File: src/rtl/sapr_pkg.sv
// ----------------------------------------------------------------------------
// sapr_pkg
// Shared types, constants and codes of the sonar altitude PI regulator.
// ----------------------------------------------------------------------------
package sapr_pkg;

  // Fixed-point format and runaway detector limit
  localparam int FRAC_BITS  = 10;
  localparam int RISE_LIMIT = 20;
  localparam int RISE_SAT   = 31;

  localparam int Q_ONE          = 1 << FRAC_BITS;
  localparam int Q_HALF         = Q_ONE / 2;
  localparam int Q_TENTH        = (Q_ONE + 5) / 10;
  localparam int Q_TWENTIETH    = (Q_ONE + 10) / 20;
  localparam int Q_SIX_TENTHS   = (6 * Q_ONE + 5) / 10;
  localparam int Q_SEVEN_TENTHS = (7 * Q_ONE + 5) / 10;
  localparam int Q_THREE_TENTHS = Q_ONE - Q_SEVEN_TENTHS;

  // Configuration register indexes
  localparam logic [3:0] REG_SET_HEIGHT       = 4'd0;
  localparam logic [3:0] REG_SONAR_MIN        = 4'd1;
  localparam logic [3:0] REG_SONAR_MAX        = 4'd2;
  localparam logic [3:0] REG_ALTITUDE_CEILING = 4'd3;
  localparam logic [3:0] REG_KP_ASCEND        = 4'd4;
  localparam logic [3:0] REG_KI_ASCEND        = 4'd5;
  localparam logic [3:0] REG_KP_DESCEND       = 4'd6;
  localparam logic [3:0] REG_KI_DESCEND       = 4'd7;

  // Status codes
  localparam logic [1:0] STAT_NORMAL  = 2'd0;
  localparam logic [1:0] STAT_INVALID = 2'd1;
  localparam logic [1:0] STAT_CEILING = 2'd2;
  localparam logic [1:0] STAT_RUNAWAY = 2'd3;

  typedef struct packed {
    logic [13:0] set_height;
    logic [13:0] sonar_min;
    logic [13:0] sonar_max;
    logic [17:0] altitude_ceiling;
    logic [10:0] kp_ascend;
    logic [10:0] ki_ascend;
    logic [10:0] kp_descend;
    logic [10:0] ki_descend;
  } cfg_t;

  // Datapath operations issued by the controller
  typedef enum logic [3:0] {
    OP_NOP,
    OP_LOAD,
    OP_EVAL,
    OP_MUL_I,
    OP_INT,
    OP_MUL_KI,
    OP_ADJ,
    OP_GUARD,
    OP_MUL_PREV,
    OP_DAMP
  } op_e;

  typedef struct packed {
    op_e op;
  } dp_cmd_t;

  typedef struct packed {
    logic sonar_bad;   // sonar outside its window
    logic guard_trip;  // ceiling or runaway ascent forces descent
  } dp_stat_t;

endpackage

File: src/rtl/sapr_ctrl.sv
// ----------------------------------------------------------------------------
// sapr_ctrl
// Sequencer: steps the datapath through one sample and owns the handshakes.
// ----------------------------------------------------------------------------
module sapr_ctrl
  import sapr_pkg::*;
(
  input  logic     clk_i,
  input  logic     rst_ni,
  input  logic     in_valid_i,
  output logic     in_ready_o,
  output logic     out_valid_o,
  input  logic     out_ready_i,
  input  dp_stat_t stat_i,
  output dp_cmd_t  cmd_o
);

  typedef enum logic [3:0] {
    S_IDLE,
    S_EVAL,
    S_MUL_I,
    S_INT,
    S_MUL_KI,
    S_ADJ,
    S_GUARD,
    S_MUL_PREV,
    S_DAMP
  } state_e;

  state_e state_q;
  logic   out_valid_q;
  logic   slot_free;
  logic   finish;

  assign slot_free   = !out_valid_q || out_ready_i;
  assign in_ready_o  = (state_q == S_IDLE);
  assign out_valid_o = out_valid_q;

  always_comb begin
    cmd_o.op = OP_NOP;
    unique case (state_q)
      S_IDLE:     if (in_valid_i) cmd_o.op = OP_LOAD;
      S_EVAL:     if (slot_free) cmd_o.op = OP_EVAL;
      S_MUL_I:    cmd_o.op = OP_MUL_I;
      S_INT:      cmd_o.op = OP_INT;
      S_MUL_KI:   cmd_o.op = OP_MUL_KI;
      S_ADJ:      cmd_o.op = OP_ADJ;
      S_GUARD:    if (slot_free) cmd_o.op = OP_GUARD;
      S_MUL_PREV: cmd_o.op = OP_MUL_PREV;
      S_DAMP:     if (slot_free) cmd_o.op = OP_DAMP;
      default:    cmd_o.op = OP_NOP;
    endcase
  end

  // A word is produced by these three steps only
  assign finish = ((cmd_o.op == OP_EVAL) && stat_i.sonar_bad) ||
                  ((cmd_o.op == OP_GUARD) && stat_i.guard_trip) ||
                  (cmd_o.op == OP_DAMP);

  always_ff @(posedge clk_i or negedge rst_ni) begin
    if (!rst_ni) begin
      state_q     <= S_IDLE;
      out_valid_q <= 1'b0;
    end else begin
      if (finish) begin
        out_valid_q <= 1'b1;
      end else if (out_ready_i) begin
        out_valid_q <= 1'b0;
      end
      unique case (state_q)
        S_IDLE:     if (in_valid_i) state_q <= S_EVAL;
        S_EVAL: begin
          if (slot_free) state_q <= stat_i.sonar_bad ? S_IDLE : S_MUL_I;
        end
        S_MUL_I:    state_q <= S_INT;
        S_INT:      state_q <= S_MUL_KI;
        S_MUL_KI:   state_q <= S_ADJ;
        S_ADJ:      state_q <= S_GUARD;
        S_GUARD: begin
          if (slot_free) state_q <= stat_i.guard_trip ? S_IDLE : S_MUL_PREV;
        end
        S_MUL_PREV: state_q <= S_DAMP;
        S_DAMP:     if (slot_free) state_q <= S_IDLE;
        default:    state_q <= S_IDLE;
      endcase
    end
  end

endmodule

File: src/rtl/sapr_dpath.sv
// ----------------------------------------------------------------------------
// sapr_dpath
// Datapath: one shared multiplier, product and accumulator registers,
// regulator state and the output word register.
// ----------------------------------------------------------------------------
module sapr_dpath
  import sapr_pkg::*;
(
  input  logic               clk_i,
  input  logic               rst_ni,
  input  cfg_t               cfg_i,
  input  dp_cmd_t            cmd_i,
  output dp_stat_t           stat_o,
  input  logic signed [18:0] altitude_i,
  input  logic signed [18:0] sonar_dist_i,
  output logic signed [11:0] climb_rate_o,
  output logic [1:0]         status_o
);

  localparam logic signed [18:0] R_ONE   = 19'(Q_ONE);
  localparam logic signed [18:0] R_MHALF = 19'(-Q_HALF);
  localparam logic signed [18:0] R_SIX   = 19'(Q_SIX_TENTHS);
  localparam logic signed [19:0] I_ONE   = 20'(Q_ONE);
  localparam logic signed [19:0] I_MONE  = 20'(-Q_ONE);

  // Input sample
  logic signed [18:0] alt_q;
  logic signed [18:0] son_q;
  // Work registers
  logic signed [15:0] err_q;
  logic signed [27:0] prod_q;
  logic signed [27:0] acc_q;
  logic signed [11:0] adj_q;
  // Regulator state
  logic signed [11:0] integ_q;
  logic [4:0]         rise_q;
  logic signed [19:0] prev_alt_q;
  logic signed [11:0] prev_out_q;
  // Output word
  logic signed [11:0] rate_q;
  logic [1:0]         stat_q;

  logic signed [15:0] err_c;
  logic               ascend;
  logic               small_err;
  logic signed [15:0] mul_a;
  logic signed [11:0] mul_b;
  logic signed [27:0] mul_p;
  logic signed [28:0] sum_c;
  logic signed [18:0] sum_rnd;
  logic signed [18:0] prod_rnd;
  logic signed [19:0] integ_sum;
  logic signed [11:0] integ_new;
  logic signed [18:0] adj_hi;
  logic signed [11:0] adj_new;
  logic               over_ceiling;
  logic               rising;
  logic [4:0]         rise_inc;
  logic               runaway;

  // Half-up rounding: floor((x + ONE/2) / ONE)
  function automatic logic signed [18:0] qround(input logic signed [28:0] x);
    logic signed [28:0] y;
    y = x + 29'(Q_HALF);
    return 19'(y >>> FRAC_BITS);
  endfunction

  assign stat_o.sonar_bad =
      (son_q <= $signed({5'b0, cfg_i.sonar_min})) ||
      (son_q >  $signed({5'b0, cfg_i.sonar_max}));

  // Sonar lies in (min, max] here, so it fits in 14 bits
  assign err_c = $signed({2'b0, cfg_i.set_height}) - $signed({2'b0, son_q[13:0]});

  assign ascend    = (err_q > 16'sd0);
  assign small_err = (err_q > 16'(-Q_HALF)) && (err_q < 16'(Q_HALF));

  // Shared multiplier operand selection
  always_comb begin
    mul_a = err_q;
    mul_b = 12'(Q_TENTH);
    unique case (cmd_i.op)
      OP_INT: begin
        mul_a = err_q;
        mul_b = ascend ? {1'b0, cfg_i.kp_ascend} : {1'b0, cfg_i.kp_descend};
      end
      OP_MUL_KI: begin
        mul_a = 16'(integ_q);
        mul_b = ascend ? {1'b0, cfg_i.ki_ascend} : {1'b0, cfg_i.ki_descend};
      end
      OP_GUARD: begin
        mul_a = 16'(adj_q);
        mul_b = 12'(Q_SEVEN_TENTHS);
      end
      OP_MUL_PREV: begin
        mul_a = 16'(prev_out_q);
        mul_b = 12'(Q_THREE_TENTHS);
      end
      default: begin
        mul_a = err_q;
        mul_b = 12'(Q_TENTH);
      end
    endcase
  end

  assign mul_p = mul_a * mul_b;

  assign sum_c    = 29'(acc_q) + 29'(prod_q);
  assign sum_rnd  = qround(sum_c);
  assign prod_rnd = qround(29'(prod_q));

  // Integral with anti-windup clamp
  assign integ_sum = 20'(prod_rnd) + 20'(integ_q);
  always_comb begin
    if (!small_err) begin
      integ_new = '0;
    end else if (integ_sum > I_ONE) begin
      integ_new = 12'(I_ONE);
    end else if (integ_sum < I_MONE) begin
      integ_new = 12'(I_MONE);
    end else begin
      integ_new = 12'(integ_sum);
    end
  end

  // PI sum clamp; wider ceiling when far below target
  assign adj_hi = (err_q > 16'(Q_ONE)) ? R_ONE : R_SIX;
  always_comb begin
    if (sum_rnd < R_MHALF) begin
      adj_new = 12'(R_MHALF);
    end else if (sum_rnd > adj_hi) begin
      adj_new = 12'(adj_hi);
    end else begin
      adj_new = 12'(sum_rnd);
    end
  end

  // Ceiling and runaway ascent guard
  assign over_ceiling = (alt_q > $signed({1'b0, cfg_i.altitude_ceiling}));
  assign rising = (21'(alt_q) > 21'(prev_alt_q) + 21'(Q_TWENTIETH)) && (adj_q > 12'sd0);
  assign rise_inc = (rise_q == 5'(RISE_SAT)) ? rise_q : rise_q + 5'd1;
  assign runaway = rising && (32'(rise_inc) > RISE_LIMIT);
  assign stat_o.guard_trip = over_ceiling || runaway;

  always_ff @(posedge clk_i or negedge rst_ni) begin
    if (!rst_ni) begin
      integ_q    <= '0;
      rise_q     <= '0;
      prev_alt_q <= '0;
      prev_out_q <= '0;
    end else begin
      unique case (cmd_i.op)
        OP_INT: integ_q <= integ_new;
        OP_GUARD: begin
          if (over_ceiling) begin
            integ_q <= '0;
          end else if (rising) begin
            if (runaway) begin
              rise_q  <= '0;
              integ_q <= '0;
            end else begin
              rise_q     <= rise_inc;
              prev_alt_q <= 20'(alt_q);
            end
          end else begin
            rise_q     <= '0;
            prev_alt_q <= 20'(alt_q);
          end
        end
        OP_DAMP: prev_out_q <= 12'(sum_rnd);
        default: ;
      endcase
    end
  end

  // Payload registers
  always_ff @(posedge clk_i) begin
    unique case (cmd_i.op)
      OP_LOAD: begin
        alt_q <= altitude_i;
        son_q <= sonar_dist_i;
      end
      OP_EVAL: begin
        err_q <= err_c;
        if (stat_o.sonar_bad) begin
          rate_q <= '0;
          stat_q <= STAT_INVALID;
        end
      end
      OP_MUL_I: prod_q <= mul_p;
      OP_INT:   prod_q <= mul_p;
      OP_MUL_KI: begin
        acc_q  <= prod_q;
        prod_q <= mul_p;
      end
      OP_ADJ: adj_q <= adj_new;
      OP_GUARD: begin
        prod_q <= mul_p;
        if (over_ceiling) begin
          rate_q <= 12'(-Q_HALF);
          stat_q <= STAT_CEILING;
        end else if (runaway) begin
          rate_q <= 12'(-Q_HALF);
          stat_q <= STAT_RUNAWAY;
        end
      end
      OP_MUL_PREV: begin
        acc_q  <= prod_q;
        prod_q <= mul_p;
      end
      OP_DAMP: begin
        rate_q <= 12'(sum_rnd);
        stat_q <= STAT_NORMAL;
      end
      default: ;
    endcase
  end

  assign climb_rate_o = rate_q;
  assign status_o     = stat_q;

endmodule

File: src/rtl/sonar_altitude_pi_regulator.sv
// ----------------------------------------------------------------------------
// sonar_altitude_pi_regulator
// PI climb-rate regulator with anti-windup, ceiling cutoff and runaway guard.
//
//   channel | signals                                        | direction
//   in      | in_valid_i, in_ready_o, altitude_i, sonar_dist_i | sample in
//   out     | out_valid_o, out_ready_i, climb_rate_o, status_o | command out
//   cfg     | cfg_valid_i, cfg_ready_o, cfg_index_i, cfg_data_i | register write
//
// One sample at a time through a single shared 16x12 multiplier.
// A sample ends at the sonar check when the sonar is invalid, at the guard
// step on a ceiling or runaway trip and at the damping step otherwise; ready
// returns with word valid.
// A word waiting in the output register does not block the next accept;
// the sonar check, the guard and the damping step hold while it is untaken.
// Reset clears controller state and regulator state and loads register
// defaults; cfg writes are taken every cycle.
// ----------------------------------------------------------------------------
module sonar_altitude_pi_regulator
  import sapr_pkg::*;
(
  input  logic               clk_i,
  input  logic               rst_ni,
  input  logic               in_valid_i,
  output logic               in_ready_o,
  input  logic signed [18:0] altitude_i,
  input  logic signed [18:0] sonar_dist_i,
  output logic               out_valid_o,
  input  logic               out_ready_i,
  output logic signed [11:0] climb_rate_o,
  output logic [1:0]         status_o,
  input  logic               cfg_valid_i,
  output logic               cfg_ready_o,
  input  logic [3:0]         cfg_index_i,
  input  logic [17:0]        cfg_data_i
);

  cfg_t     cfg_q;
  dp_cmd_t  cmd;
  dp_stat_t stat;

  assign cfg_ready_o = 1'b1;

  // Register file; indexes beyond the list drop the word
  always_ff @(posedge clk_i or negedge rst_ni) begin
    if (!rst_ni) begin
      cfg_q.set_height       <= 14'd2048;
      cfg_q.sonar_min        <= 14'd102;
      cfg_q.sonar_max        <= 14'd10240;
      cfg_q.altitude_ceiling <= 18'd8192;
      cfg_q.kp_ascend        <= 11'd870;
      cfg_q.ki_ascend        <= 11'd154;
      cfg_q.kp_descend       <= 11'd461;
      cfg_q.ki_descend       <= 11'd102;
    end else if (cfg_valid_i) begin
      unique case (cfg_index_i)
        REG_SET_HEIGHT:       cfg_q.set_height       <= cfg_data_i[13:0];
        REG_SONAR_MIN:        cfg_q.sonar_min        <= cfg_data_i[13:0];
        REG_SONAR_MAX:        cfg_q.sonar_max        <= cfg_data_i[13:0];
        REG_ALTITUDE_CEILING: cfg_q.altitude_ceiling <= cfg_data_i;
        REG_KP_ASCEND:        cfg_q.kp_ascend        <= cfg_data_i[10:0];
        REG_KI_ASCEND:        cfg_q.ki_ascend        <= cfg_data_i[10:0];
        REG_KP_DESCEND:       cfg_q.kp_descend       <= cfg_data_i[10:0];
        REG_KI_DESCEND:       cfg_q.ki_descend       <= cfg_data_i[10:0];
        default: ;
      endcase
    end
  end

  sapr_ctrl u_ctrl (
    .clk_i       (clk_i),
    .rst_ni      (rst_ni),
    .in_valid_i  (in_valid_i),
    .in_ready_o  (in_ready_o),
    .out_valid_o (out_valid_o),
    .out_ready_i (out_ready_i),
    .stat_i      (stat),
    .cmd_o       (cmd)
  );

  sapr_dpath u_dpath (
    .clk_i        (clk_i),
    .rst_ni       (rst_ni),
    .cfg_i        (cfg_q),
    .cmd_i        (cmd),
    .stat_o       (stat),
    .altitude_i   (altitude_i),
    .sonar_dist_i (sonar_dist_i),
    .climb_rate_o (climb_rate_o),
    .status_o     (status_o)
  );

endmodule
File: config.mk
export PLATFORM = sky130hd
export DESIGN_NAME = sonar_altitude_pi_regulator
export DESIGN_NICKNAME = d
export VERILOG_FILES = /design/src/rtl/sapr_pkg.sv /design/src/rtl/sapr_ctrl.sv /design/src/rtl/sapr_dpath.sv /design/src/rtl/sonar_altitude_pi_regulator.sv
export SDC_FILE = /design/constraint.sdc
export NUM_CORES = 1
export LEC_CHECK = 0
export ABC_AREA = 1
export CAP_MARGIN = 20
export CORE_MARGIN = 3
export CORE_UTILIZATION = 45
export CTS_CLUSTER_DIAMETER = 200
export DETAILED_ROUTE_END_ITERATION = 8
export DONT_BUFFER_PORTS = 1
export PLACE_DENSITY = 0.7
export SLEW_MARGIN = 20
export SYNTH_ARGS = -nofsm -noshare
export SYNTH_HDL_FRONTEND = slang
export SYNTH_SLANG_ARGS = --single-unit
export TNS_END_PERCENT = 30
File: constraint.sdc
create_clock -name clk_i -period 9.25 [get_ports clk_i]
set_input_delay 1.3875 -clock clk_i [delete_from_list [all_inputs] [get_ports clk_i]]
set_output_delay 1.3875 -clock clk_i [all_outputs]
set_load 0.05 [all_outputs]
; ---- Word level (Yosys, flattened, before mapping)
; Cells that the tools add are included.
[totals]
ff_bits = 294
in_bits = 65
[op_classes]
n_addsub = 7
mul = 1
magnitude_cmp = 14
n_eq_ne = 33
n_mux = 40
bitwise_logic = 1
reduce_logical = 31
[op_table]
columns = operator, n
row1 = 12-bit 2-to-1 mux, 10
row2 = 4-bit one-hot mux with 9 select lines, 2
row3 = "4-bit by 3-bit == test with 1-bit output, second input constant", 12
row4 = 16-bit one-hot mux with 3 select lines, 1
row5 = 11-bit one-hot mux with 4 select lines, 1
row6 = 20-bit 2-to-1 mux, 2
row7 = 19-bit greater-than comparator, 2
row8 = 12-bit one-hot mux with 3 select lines, 1
row9 = 11-bit 2-to-1 mux, 3
row10 = "28-bit by 11-bit adder with 29-bit output, second input constant", 1
row11 = 28-bit by 28-bit adder with 29-bit output, 1
row12 = "29-bit by 11-bit adder with 29-bit output, second input constant", 1
row13 = 16-bit by 12-bit multiplier with 28-bit output, 1
row14 = "4-bit by 2-bit == test with 1-bit output, second input constant", 6
row15 = 12-bit one-hot mux with 2 select lines, 1
row16 = "20-bit by 7-bit adder with 21-bit output, second input constant", 1
row17 = 19-bit by 21-bit greater-than comparator with 1-bit output, 1
row18 = 19-bit by 12-bit adder with 20-bit output, 1
row19 = "20-bit by 12-bit greater-than comparator with 1-bit output, second input constant", 1
row20 = "20-bit by 11-bit less-than comparator with 1-bit output, second input constant", 1
row21 = 4-bit 2-to-1 mux, 5
row22 = 19-bit by 15-bit greater-than comparator with 1-bit output, 1
row23 = 19-bit by 15-bit less-or-equal comparator with 1-bit output, 1
row24 = "19-bit by 10-bit less-than comparator with 1-bit output, second input constant", 1
row25 = 31 further kinds, 69

; ---- Logic depth before layout (Yosys ltp)
; Gate-level depths: netlist of the first run.
[depth]
word_depth = 9
depth_mapped = 36
depth_no_buf = 35

; ---- Hierarchy
; Synthesis of the first run repeated with hierarchy kept, for this count alone.
[hier_totals]
hier_cells = 3018
hier_area_um2 = 24911.4
[by_module_without_submodules]
columns = mod, n_inst, cells_each, area_each_um2, seq_area_each_um2
row1 = sapr_dpath, 1, 2455, 20091.8, 5255.0
row2 = sonar_altitude_pi_regulator, 1, 497, 4416.7, 2637.5
row3 = sapr_ctrl, 1, 66, 402.9, 125.1

; ---- Worst setup path after synthesis of the first run
; OpenSTA, ideal clock, no wires.
[synth_timing]
path_kind = input to register
start = input port out_ready_i
end = register u_dpath.prod_q[26], data pin
setup_ps = 265
t_arrival_ps = 6957
required_ps = 8985
slack_ps = 2028
cell_stages = 26
n_path_buf = 1
path_cell_list = nor2_1 -> nor2_4 -> buf_6 -> a22oi_1 -> nand3_1 -> o21ai_1 -> inv_2 -> nand2_1 -> inv_1 -> fa_1 -> inv_1 -> fa_1 -> fa_1 -> inv_1 -> fa_1 -> inv_1 -> fa_1 -> inv_1 -> ha_1 -> nand2_1 -> nor4_1 -> o21ai_0 -> nand3_1 -> a21oi_1 -> o21ai_0 -> xor2_1
[synth_between]
elab_chain_len = 6
elab_cells_between_ends = 12
classes_between = mul: 1 / eq/ne: 4 / mux: 6 / reduce/logical: 1
[synth_lines]
columns = element, line
row1 = start: declaration, sonar_altitude_pi_regulator.sv:29  ; input logic out_ready_i,
row2 = 1-bit logical OR (*), sapr_ctrl.sv:35  ; assign slot_free = !out_valid_q || out_ready_i;
row3 = 4-bit 2-to-1 mux (tied with other cells), sapr_ctrl.sv:50  ; S_DAMP: if (slot_free) cmd_o.op = OP_DAMP;
row4 = 4-bit one-hot mux with 9 select lines (*), sapr_ctrl.sv:41  ; unique case (state_q)
row5 = 4-bit == test / 4-bit by 3-bit == test with 1-bit output (equally long branches), sapr_dpath.sv:82  ; unique case (cmd_i.op)
row6 = 11-bit one-hot mux with 4 select lines / 16-bit one-hot mux with 3 select lines (equally long branches), sapr_dpath.sv:82
row7 = 16-bit by 12-bit multiplier with 28-bit output (*), sapr_dpath.sv:106  ; assign mul_p = mul_a * mul_b;
row8 = named net u_dpath.mul_p[26], sapr_dpath.sv:48  ; logic signed [27:0] mul_p;
row9 = end signal: assignment, sapr_dpath.sv:190  ; OP_MUL_I: prod_q <= mul_p;
row10 = end signal: assignment, sapr_dpath.sv:191  ; OP_INT: prod_q <= mul_p;
row11 = end signal: assignment, sapr_dpath.sv:194  ; prod_q <= mul_p;
row12 = end: declaration, sapr_dpath.sv:31  ; logic signed [27:0] prod_q;
; The timed path passes the listed nets; every way through them passes the cells marked *.
; A chain may end at the register's enable or synchronous reset.

; ---- Worst setup path after layout of the first run
[layout_timing]
start = register u_ctrl.state_q[1]
end = register u_dpath.prod_q[26], data pin
[layout_between]
elab_chain_len = 5
elab_cells_between_ends = 17
classes_between = mul: 1 / eq/ne: 12 / mux: 3 / reduce/logical: 1
[layout_lines]
columns = element, line
row1 = start: declaration, sapr_ctrl.sv:30  ; state_e state_q;
row2 = start signal: assignment, sapr_ctrl.sv:73  ; if (slot_free) state_q <= stat_i.sonar_bad ? S_IDLE : S_MUL_I;
row3 = start signal: assignment, sapr_ctrl.sv:80  ; if (slot_free) state_q <= stat_i.guard_trip ? S_IDLE : S_MUL_PREV;
row4 = 4-bit == test (tied with other cells), sapr_ctrl.sv:41
row5 = 4-bit one-hot mux with 9 select lines (*), sapr_ctrl.sv:41
row6 = 4-bit == test / 4-bit by 3-bit == test with 1-bit output (equally long branches), sapr_dpath.sv:82
row7 = 11-bit one-hot mux with 4 select lines / 16-bit one-hot mux with 3 select lines (equally long branches), sapr_dpath.sv:82
row8 = 16-bit by 12-bit multiplier with 28-bit output (*), sapr_dpath.sv:106
row9 = named net u_dpath.mul_p[26], sapr_dpath.sv:48
; Marked as above.

==> summary.md, run 1 <==
| Metric | Value |
|---|---|
| Ratio of final minimum period to clock period | `86.2%` |
| PortBufs | `0` |
| Clock sink total | `292` |
| Via/cell ratio | `5.18` |
| CP max-delay cell | `fa_1` |
| Required @ worst endpoint | `between 9 and 10 ns` |
| EDFF count, synth | `approximately 140` |
| Synthesized instance count | `between 2000 and 3000` |
| Clock Path Buffers | `3` |
| Most common flop cell mapped by yosys | `edfxtp_1` |
| Initial antenna violation count | `1` |
| CTS Hold Bufs | `0` |
| Crit path launch type | `flip-flop` |
| Crit path kind | `reg2reg` |
| Worst Max-Slew Pin Slew | `between 1 and 1.5 ns` |
| Yosys cell types | `58` |
| Power per cell area | `405 mW/mm^2` |
| H-tree levels | `2` |
| Mux contribution to synthesized area | `less than 1%` |
| Hold Violations, Final | `0` |
| Root Driver | `clkbuf_16` |
| DRC violations left | `0` |
| Final Setup Violations | `0` |
| Non-Filler Instances | `approximately 3600` |
| Rel. slew slack | `16.2%` |
| # diodes | `0` |
| DIE WIDTH | `238 um` |
| Worst EP arrival | `slightly above 8 ns` |
| Layout cells sized above 1 | `under 10%` |
| Minimum hold slack | `roughly 0.46 ns` |
| Post-synth top area cell | `edfxtp_1` |
| CTS buffer count | `35` |
| Final Core Density | `between 40% and 50%` |
| CP peak stage delay | `0.72 ns` |
| Drt initial violations | `between 1500 and 2000` |
| Post-CTS setup buffers | `0` |
| Post-synthesis compound-gate area fraction | `between 9 and 10%` |
| DR WL/cell | `around 16 um` |
| Area Growth Syn to Fin | `7.83%` |
| RSZ-0062 raised after global routing | `false` |
| Top fanout value on the critical path | `29` |
| Die height | `~240 um` |
| Die area | `around 0.056 sq mm` |
| Share of synthesized registers carrying an async set or reset | `between 50 and 60%` |
| Min cycle time layout | `between 7 and 8 ns` |
| Final Max Slew Viols | `0` |
| Largest family of logic cells by synthesized area | `adder cells` |
| Max Used Layer | `met5` |
| Post-cts sizing count | `0` |
| Fillers | `around 5000` |
| Most common cell after layout, fill and taps aside | `nand2_1` |
| Cell Area, Synth | `about 0.024 sq mm` |
| Met3 wire length | `approximately 4700 um` |
| Drt total wl | `58500 um` |
| Worst VDD drop | `around 0.00071 V` |
| Clk_lat worst skew | `about 0.54 ns` |
| Number of I/O pins | `82` |
| Final Skew | `around 0.024 ns` |
| YS warnings | `0` |
| Area share of fa/ha/maj cells after synthesis | `about a quarter` |
| Hold Path Class | `reg2reg` |
| Max Fclk | `approximately 130 MHz` |
| Fin Setup TNS | `0 ns` |
| CTS tree | `yes` |
| Cell Count Post-Placement | `between 3000 and 4000` |
| Area share of the largest cell type after synthesis | `between 10% and 20%` |
| Met2 wire length | `around 27000 um` |
| P_leak | `around 13 nW` |
| Core outline area | `about 0.053 sq mm` |
| Most frequent cells in the layout | `653 x nand2_1, 551 x inv_1, 223 x ha_1, 201 x nor2_1, 162 x o21ai_0` |
| Buf/Inv on CP | `8` |
| Syn_area_per_cell | `approximately 8.4 sq um` |
| Vias | `roughly 19000` |
| CP delay by family, top | `adder cells` |
| Largest net degree at the start of global routing | `around 160` |
| Clock Pin Slew Worst Setup and Hold Paths | `around 0.060 ns` |
| Vias in the first global route | `18500` |
| Simple-Gate Fraction of Synth Area | `approximately a fifth` |
| Max cap viols | `0` |
| WL met1 | `approximately 26000 um` |
| First-pass GRT wire length | `just under 100000 um` |
| # rows | `84` |
| Placer congestion estimate | `0.992` |
| Detailed Routing Iterations Pass 1 | `7` |
| GRT overflow | `0` |
| Synth Register Bits | `292` |
| Starting Density | `45.7%` |
| Seq/Total Area, Yosys | `about a third` |
| Post-synthesis xor/xnor area fraction | `3.04%` |
| Syn_nets | `3325` |
| Final #Nets | `approximately 3300` |
| Crit. End Element | `flip-flop` |
| Detail Placement HPWL | `46300 um` |
| GRT Total Usage | `between 20% and 30%` |
| Status | `completed` |
| Synth area leaders | `edfxtp_1 17%, dfrtp_1 13%, fa_1 13%` |
| Number of routed nets with antenna violations | `0` |
-- Yosys cell counts (4+ instances only) --
| cell | n |
|---|---|
| buf_6 | 4 |
| o211ai_1 | 7 |
| edfxtp_1 | 135 |
| a21oi_1 | 145 |
| dfrtp_1 | 129 |
| nor4_1 | 13 |
| o21ai_0 | 162 |
| mux2_2 | 21 |
| nand2_1 | 653 |
| ha_1 | 223 |
| a31oi_1 | 6 |
| inv_1 | 551 |
| o21ai_1 | 11 |
| nor2_2 | 8 |
| nand3b_1 | 7 |
| nand2_4 | 4 |
| nor3_1 | 29 |
| nand4_1 | 29 |
| xor2_1 | 55 |
| buf_2 | 10 |
| a211oi_1 | 7 |
| dfstp_2 | 28 |
| nor2_1 | 202 |
| xnor2_1 | 27 |
| a221oi_1 | 8 |
| o22ai_1 | 4 |
| a21o_1 | 13 |
| nand2_2 | 11 |
| buf_4 | 9 |
| o21bai_1 | 13 |
| inv_2 | 16 |
| fa_1 | 157 |
| nand3_2 | 5 |
| clkbuf_1 | 25 |
| nand3_1 | 111 |
-- state kept, by name (all words and copies together) (netlist names), 15 cells and up --
name                count
u_dpath.prod_q         28
u_dpath.acc_q          28
cfg_q                 104
u_dpath.alt_q          19
u_dpath.prev_alt_q     19
u_dpath.err_q          15
u_dpath.son_q          19
-- worst paths after layout --
| kind | startpoint | endpoint | slack, ns | depth (start not counted) |
|---|---|---|---|---|
| max | u_ctrl.state_q[1] | u_dpath.prod_q[26] | 1.27 | 28 |
| min | u_dpath.prod_q[4] | u_dpath.acc_q[4] | 0.46 | 0 |
| max reg2reg | u_ctrl.state_q[1] | u_dpath.prod_q[26] | 1.27 | 28 |
| min reg2reg | u_dpath.prod_q[4] | u_dpath.acc_q[4] | 0.46 | 0 |
| max in group asynchronous | rst_ni | cfg_q[42] | 8.33 | 0 |
| min in group asynchronous | rst_ni | cfg_q[83] | 0.56 | 0 |
-- stage by stage --
stage | cell area (sq um) | setup slack (ns) | power [mW]
after global placement | 24800 | 1.21 | 9.10
after global routing | 26000 | 0.508 | 11.7
after detailed placement | 24800 | 0.932 | 9.19
final | 26000 | 1.27 | 10.5
after CTS | 26000 | 1.32 | 10.6
after floorplan | 24100 | 2.03 | 7.47
-- cell type report --
cell class / count / area, sq um / share of cell area (%)
clock inverter: 18 / 185 / 0.712
inverter: 568 / 2130 / 8.20
clock buffer: 45 / 965 / 3.71
timing repair buffer: 13 / 110 / 0.423
tap: 688 / 861 / 3.31
sequential: 292 / 8020 / 30.8
multi-input combinational: 1972 / 13700 / 52.8
-- kinds of logic after synthesis --
| family | Yosys count |
|---|---|
| multiplexers | 21 |
| AND/OR/NAND/NOR | 1093 |
| flip-flops | 292 |
| buffers and inverters | 616 |
| adder cells (fa/ha/maj) | 380 |
| XOR/XNOR | 83 |
| other | 1 |
| AO/OA/AOI/OAI | 394 |
-- where the power goes --
group / total, mW / leakage, nW / internal (mW) / switching (mW)
Clock: 1.38 / 0.558 / 0.805 / 0.574
Combinational: 6.94 / 9.41 / 2.62 / 4.32
Sequential: 2.23 / 3.11 / 2.00 / 0.235
-- per-layer routing --
layer / vias to the layer above / global-route usage (%)
met5: - / 0
met4: 2 / 5.14
met3: 92 / 4.77
met2: 559 / 34.8
met1: 8763 / 29.0
li1: 9203 / -
Note: power is estimated with default switching activity, not from simulation.
==> run 2: changes to the inputs <==
Settings changed: RECOVER_POWER from default to 100, TNS_END_PERCENT 30 to 50.
==> summary.md, run 2 (same netlist as run 1, synthesis figures left out) <==
| Metric | Value |
|---|---|
| Max cap viols | `2 (+2)` |
| Via/cell ratio | `5.18 (+0.10%)` |
| Die height | `238 um (unchanged)` |
| # diodes | `0 (unchanged)` |
| Crit path kind | `reg2reg` |
| DRC violations left | `0 (unchanged)` |
| Reg with most FFs | `cfg_q` |
| Clock Path Buffers | `3 (unchanged)` |
| Worst VDD drop | `0.000693 V (-2.5%)` |
| Drt initial violations | `1549 (-7.1%)` |
| CTS tree | `yes` |
| Final Core Density | `49.1% (-0.24 points)` |
| Max Fclk | `122 MHz (-3.0%)` |
| Clock Pin Slew Worst Setup and Hold Paths | `0.06 ns (about the same)` |
| Layout cells sized above 1 | `5.30% (-0.96 points)` |
| Rel. slew slack | `-31.1% (-47 points)` |
| GRT Total Usage | `21.3% (unchanged)` |
| FF-to-FF setup slack | `1.03 ns (-0.25 ns)` |
| Status | `finished with violations` |
| Critical register-to-register path endpoint | `u_dpath.prod_q[26]` |
| CP max-delay cell | `fa_1` |
| Worst EP arrival | `8.49 ns (+0.24 ns)` |
| Leading registers by flop count | `cfg_q: 104 flops, u_dpath.acc_q: 28 flops, u_dpath.prod_q: 28 flops` |
| DIE WIDTH | `238 um (unchanged)` |
| Final Max Slew Viols | `44 (+44)` |
| Root Driver | `clkbuf_16` |
| Die area | `0.0564 sq mm (unchanged)` |
| H-tree levels | `2 (unchanged)` |
| P_leak | `13.0 nW (-0.32%)` |
| Clk_lat worst skew | `0.54 ns (about the same)` |
| Core outline area | `0.0528 sq mm (unchanged)` |
| Hold Violations, Final | `0 (unchanged)` |
| Ratio of final minimum period to clock period | `88.9% (+2.7 points)` |
| Power per cell area | `405 mW/mm^2 (about the same)` |
| Crit. End Element | `flip-flop` |
| PortBufs | `0 (unchanged)` |
| Setup crit start | `u_ctrl.state_q[3]` |
| CTS buffer count | `35 (unchanged)` |
| Fin Setup TNS | `0 ns (unchanged)` |
| GRT overflow | `0 (unchanged)` |
| Pre-CTS setup slack | `0.932 ns (unchanged)` |
| Worst Max-Slew Pin Slew | `1.95 ns (+0.708 ns)` |
| Area Growth Syn to Fin | `7.30%` |
| # rows | `84 (unchanged)` |
| Final Skew | `0.0248 ns (+0.000742 ns)` |
| Number of I/O pins | `82 (unchanged)` |
| Final WS setup | `1.03 ns (-0.245 ns)` |
| Setup crit end | `u_dpath.prod_q[26]` |
| Failing checks | `capacitance limit, slew limit` |
| Placer congestion estimate | `0.992 (unchanged)` |
| Required @ worst endpoint | `9.52 ns (about the same)` |
| Detailed Routing Iterations Pass 1 | `6 (-1)` |
| Top fanout value on the critical path | `29 (unchanged)` |
| Final #Nets | `3327 (unchanged)` |
| Most common cell after layout, fill and taps aside | `nand2_1` |
| Crit path launch type | `flip-flop` |
| Final Setup Violations | `0 (unchanged)` |
| Hold Path Class | `reg2reg` |
| Fillers | `4968 (+0.44%)` |
| DR WL/cell | `16.3 um (about the same)` |
| Minimum hold slack | `0.456 ns (+0.000616 ns)` |
| Initial antenna violation count | `1 (unchanged)` |
| Total power after layout | `10.5 mW (-0.51%)` |
| CP peak stage delay | `0.71 ns (about the same)` |
| Largest net degree at the start of global routing | `158 (unchanged)` |
| RSZ-0062 raised after global routing | `false` |
| Detail Placement HPWL | `46300 um (unchanged)` |
| Drt total wl | `58500 um (about the same)` |
| Starting Density | `45.7% (unchanged)` |
| RR Startpoint | `u_ctrl.state_q[3]` |
| First-pass GRT wire length | `96700 um (unchanged)` |
| Vias in the first global route | `18500 (unchanged)` |
| R2R cell count | `29 (+3.6%)` |
| Post-cts sizing count | `0 (unchanged)` |
| Clock sink total | `292 (unchanged)` |
| Vias | `18600 (+0.10%)` |
| Post-CTS setup buffers | `0 (unchanged)` |
| Number of routed nets with antenna violations | `0 (unchanged)` |
| Min cycle time layout | `8.22 ns (+0.245 ns)` |
| CTS Hold Bufs | `0 (unchanged)` |
| Largest register FFs | `104 (unchanged)` |
| Most frequent cells in the layout | `659 x nand2_1, 554 x inv_1, 223 x ha_1, 207 x nor2_1, 167 x o21ai_0` |
-- run 2: worst min-delay path by stage --
stage | end | cells after the start | startpoint
after global routing | u_dpath.acc_q[3] | 0 | u_dpath.prod_q[3]
after detailed placement | u_dpath.acc_q[3] | 0 | u_dpath.prod_q[3]
after global placement | u_dpath.acc_q[2] | 0 | u_dpath.prod_q[2]
after CTS | u_dpath.acc_q[4] | 0 | u_dpath.prod_q[4]
after floorplan | u_dpath.acc_q[27] | 0 | u_dpath.prod_q[27]
final | u_dpath.acc_q[4] | 0 | u_dpath.prod_q[4]
-- run 2: cell type report --
class	instances	area (sq um)	area share (%)
multi-input cells	1972	13700	52.7
flip-flops and latches	292	8020	31.0
inverters	568	2130	8.24
clock buffers	45	965	3.73
well taps	688	861	3.32
clock inverters	18	185	0.715
repair buffers	13	75.1	0.290
-- run 2: report_power, final --
group          switching [mW]  leakage [nW]  internal [mW]
Clock                   0.572         0.558          0.805
Combinational            4.29          9.37           2.60
Sequential              0.235          3.11           2.00
-- run 2: worst max-delay path, delay by kind of cell (launching register included) --
family,cells,cell delay (ns)
AO/OA/AOI/OAI,3,0.49
XOR/XNOR,1,0.09
adder cells (fa/ha/maj),6,3.28
buffers and inverters,9,1.33
flip-flops,1,0.41
AND/OR/NAND/NOR,10,2.32
-- run 2: routing by layer --
metal  GRT usage (%)  up-vias  routed length (um)
li1                -     9202                   -
met1            29.0     8779               26000
met2            34.8      560               26700
met3            4.77       95                4510
met4            5.14        2                1310
met5               0        -                  13
-- run 2: stage by stage --
step	instance area, sq um	cells
CTS	26000	3595
detailed placement	24800	3532
global placement	24800	3532
global route	25900	3596
finish	25900	3596
floorplan	24100	2880
